## src/hw/rtl/kuf_ram.sv

```systemverilog
// ----------------------------------------------------------------------------
// kuf_ram
// simple dual-port ram, one write port, one read port, registered read
// ----------------------------------------------------------------------------
`default_nettype none

module kuf_ram #(
  parameter int WIDTH = 8,
  parameter int DEPTH = 256
) (
  input  wire logic                     clk,
  input  wire logic                     we,
  input  wire logic [$clog2(DEPTH)-1:0] waddr,
  input  wire logic [WIDTH-1:0]         wdata,
  input  wire logic [$clog2(DEPTH)-1:0] raddr,
  output logic      [WIDTH-1:0]         rdata
);

  logic [WIDTH-1:0] mem_r [DEPTH];
  logic [WIDTH-1:0] rdata_r;

  always_ff @(posedge clk) begin
    if (we) begin
      mem_r[waddr] <= wdata;
    end
    rdata_r <= mem_r[raddr];
  end

  assign rdata = rdata_r;

endmodule

`default_nettype wire

```

## config.mk

```make
export PLATFORM = sky130hd
export DESIGN_NAME = kuf_ram
export DESIGN_NICKNAME = d
export VERILOG_FILES = /design/src/hw/rtl/kuf_ram.sv
export SDC_FILE = /design/constraint.sdc
export NUM_CORES = 2
export LEC_CHECK = 0
export BUFFER_PORTS_ARGS = -buffer_cell sky130_fd_sc_hd__buf_2
export CAP_MARGIN = 10
export CORE_MARGIN = 3
export CORE_UTILIZATION = 45
export CTS_CLUSTER_SIZE = 30
export DETAILED_ROUTE_END_ITERATION = 12
export PLACE_DENSITY = 0.62
export RECOVER_POWER = 25
export SYNTH_ARGS = -nofsm -noshare
export SYNTH_HDL_FRONTEND = slang
export SYNTH_SLANG_ARGS = --single-unit
```

## constraint.sdc

```tcl
create_clock -name clk -period 8.2 [get_ports clk]
set_clock_uncertainty 0.1 [all_clocks]
set_input_delay 2.46 -clock clk [delete_from_list [all_inputs] [get_ports clk]]
set_output_delay 2.46 -clock clk [all_outputs]
set_load 0.03 [all_outputs]
```

==> flow_summary.ini <==
[placement]
dpl_cell_area_sq_um = 82200
pre_cts_ws_ns = 1.51
io_buffers = 33
gp_congestion = 0.828
dp_hpwl_mm = 119

[synthesis]
netlist.area_leader.share_pct = 77.3
syn_area_sq_um = 79600
seq_area_frac_synth_pct = 77.5
synth_xor_area_share_pct = 0
avgSynthCellArea_sq_um = 21.3
ys_top_cells_by_area = edfxtp_1 (77%), mux4_2 (13%), mux2i_1 (1.7%)
ys_ff_latch = 2056
synth_compound_area_share_pct = 3.42
synth-simple-area-share_pct = 2.63
async_flop_share_pct = 0
synth_edf_count = 2048
synthMuxAreaShare_pct = 14.6
synth_cells = 3733
synth_top_family_by_area = multiplexers
synthFlopType = edfxtp_1
synth_top_cell_by_area = edfxtp_1
synth_cell_type_count = 55
mappedNetlistNets = 3759
yosys_warnings = 0
synth_fa_ha_area_share_pct = 0

[layout]
drive_gt1_share_pct = 21.5
syn2layout_area_growth_pct = 11.0
nNetsFinal = 3851
final_area_sq_um = 88300

[setup_path]
cp_data_required_time_ns = 8.57
end_kind = flip-flop
crit_slowest_cell = clkbuf_1
cp_cell_sequence = clkbuf_1, buf_4
cpLargestDelayFamily = buffers and inverters
crit_buf_inv = 2
slowest_delay_ns = 3.13
reg2reg_depth = 6
worstPathMaxFanout = 92
worstSetupPathType = in -> reg
crit_path_start_kind = input port
cp.arrival_ns = 7.05
path_depth = 2

[floorplanning]
dieArea_sq_um = 182000
initial_utilization_pct = 45.5
die_w_um = 426
num_io_pins = 34
fp.coreArea_sq_um = 175000
dieHeight_um = 426
fp-row-count = 153

[route]
drtIter0Drc = 5035
ant_nets = 0
vias = 38494
postRouteWirelength_mm = 199
drc = 0
wl_per_cell_um = 31.5
dr.pass1.iters = 6
vias_per_cell = 6.10

[global_route]
first_global_vias = 38701
track_usage_pct = 22.0
antenna_found_initial = 14
grt_start_max_net_pins = 169
grt_overflow_total = 0
grt_pass1_wl_mm = 286

[clock_tree]
htree_levels = 4
clockRootBuffer = clkbuf_16
clock_path_buffers = 3
clk_pin_slew_worst_paths_ns = 0.06
clock_latency_ns = 0.83
numCtsBuffers = 199
post_cts_buffers = 0
cts_tree = yes
clkSinkCount = 2056
ctsHoldBuffers = 0
cts-resized-gates = 0

[sta]
final_max_slew_viol_count = 747
tightest_slew_ns = 5.07
rsz0062_at_grt = false
hold_violations = 0
timing.final.crit_share_pct = 81.5
tns_ns = 0
post-route-min-period_ns = 6.68
max_freq_mhz = 150
fin_ws_ns = 1.52
hold_slack_ns = 0.949
setup_viol = 0
slew_headroom_pct = -238

[outcome]
status = finished, violations left
violations = capacitance limit, slew limit

[power_and_ir_drop]
power_leakage_nw = 26.9
total_power_mw = 21.4
irDropWorstVdd_uv = 187
powerDensity_nw_per_um2 = 242

[min_path]
hp-class = reg -> reg
whs_path_depth = 6

[flow_run]
max-cap-violations = 7
[logic make-up (layout without fill, tap and decap cells)]
| family | Yosys count | count (layout) |
|---|---|---|
| buffers and inverters | 235 | 486 |
| other | 0 | 5 |
| multiplexers | 591 | 591 |
| AO/OA/AOI/OAI | 385 | 385 |
| AND/OR/NAND/NOR | 466 | 466 |
| flip-flops | 2056 | 2056 |
[Yosys cell counts, types with 24 or more instances]
master    count
edfxtp_1   2048
mux4_2      454
nor2_1      282
mux2i_1     134
a22oi_1     133
clkbuf_1    111
a21oi_1      96
o221ai_1     46
nand3_1      34
nand2_1      33
buf_2        31
nor2b_1      31
o22ai_1      28
buf_4        27
nor4_1       24
[power breakdown]
part | internal [mW] | switching, mW | total, mW | leakage (nW)
Combinational | 0.341 | 0.703 | 1.04 | 5.44
Sequential | 11.6 | 0.0145 | 11.6 | 18.5
Clock | 4.84 | 3.87 | 8.72 | 2.98
[metal layers]
layer	vias to the layer above	share of wire, %	track usage [%]
met5	-	0	0
met4	0	3.1	6.93
met3	311	9.4	5.90
met2	1727	47	33.4
met1	20555	41	31.3
li1	15901	-	-
[tightest hold or removal path, stage by stage, from the launching register on]
cell and delay [ns]:
edfxtp_1 0.33, mux2i_1 0.07, nand2_1 0.07, a311oi_1 0.10, o221ai_1 0.14, a211oi_1 0.07
nor4_1 0.21
[sequential cells by signal, indices dropped and copies added (netlist names)]
signal  flops
mem_r    2048
rdata       8
[metrics by stage]
step / instances / utilization [%]
detailed placement: 5948 / 47.0
global placement: 5948 / 47.0
CTS: 6308 / 50.6
finish: 6314 / 50.5
floorplan: 3733 / -
global route: 6310 / 50.5
[worst paths after layout]
path	from	end	slack [ns]
max	wdata[7]	mem_r[144][7]	1.52
min	mem_r[32][5]	rdata[5]	0.95
max reg2reg	mem_r[211][5]	rdata[5]	4.96
min reg2reg	mem_r[32][5]	rdata[5]	0.95
[layout make-up]
cell class | instances | area, sq um
repair buffers | 124 | 1080
flip-flops and latches | 2056 | 61700
fillers | 13701 | 86500
diodes | 5 | 12.5
multi-input cells | 1442 | 16500
inverters | 2 | 7.51
clock buffers | 246 | 5200
well taps | 2325 | 2910
clock inverters | 114 | 948
[placed cells by master, fill, tap and decap left out, types with 31 or more instances in the layout]
cell and instances:
mux2i_1 134, a22oi_1 133, buf_4 75, a21oi_1 96, nand3_1 31, nor2_1 279
clkbuf_1 50, mux4_2 454, clkinv_1 53, edfxtp_1 2048, clkbuf_16 201, o221ai_1 46
nand2_1 33
No activity file was read; power rests on OpenSTA's default activity.
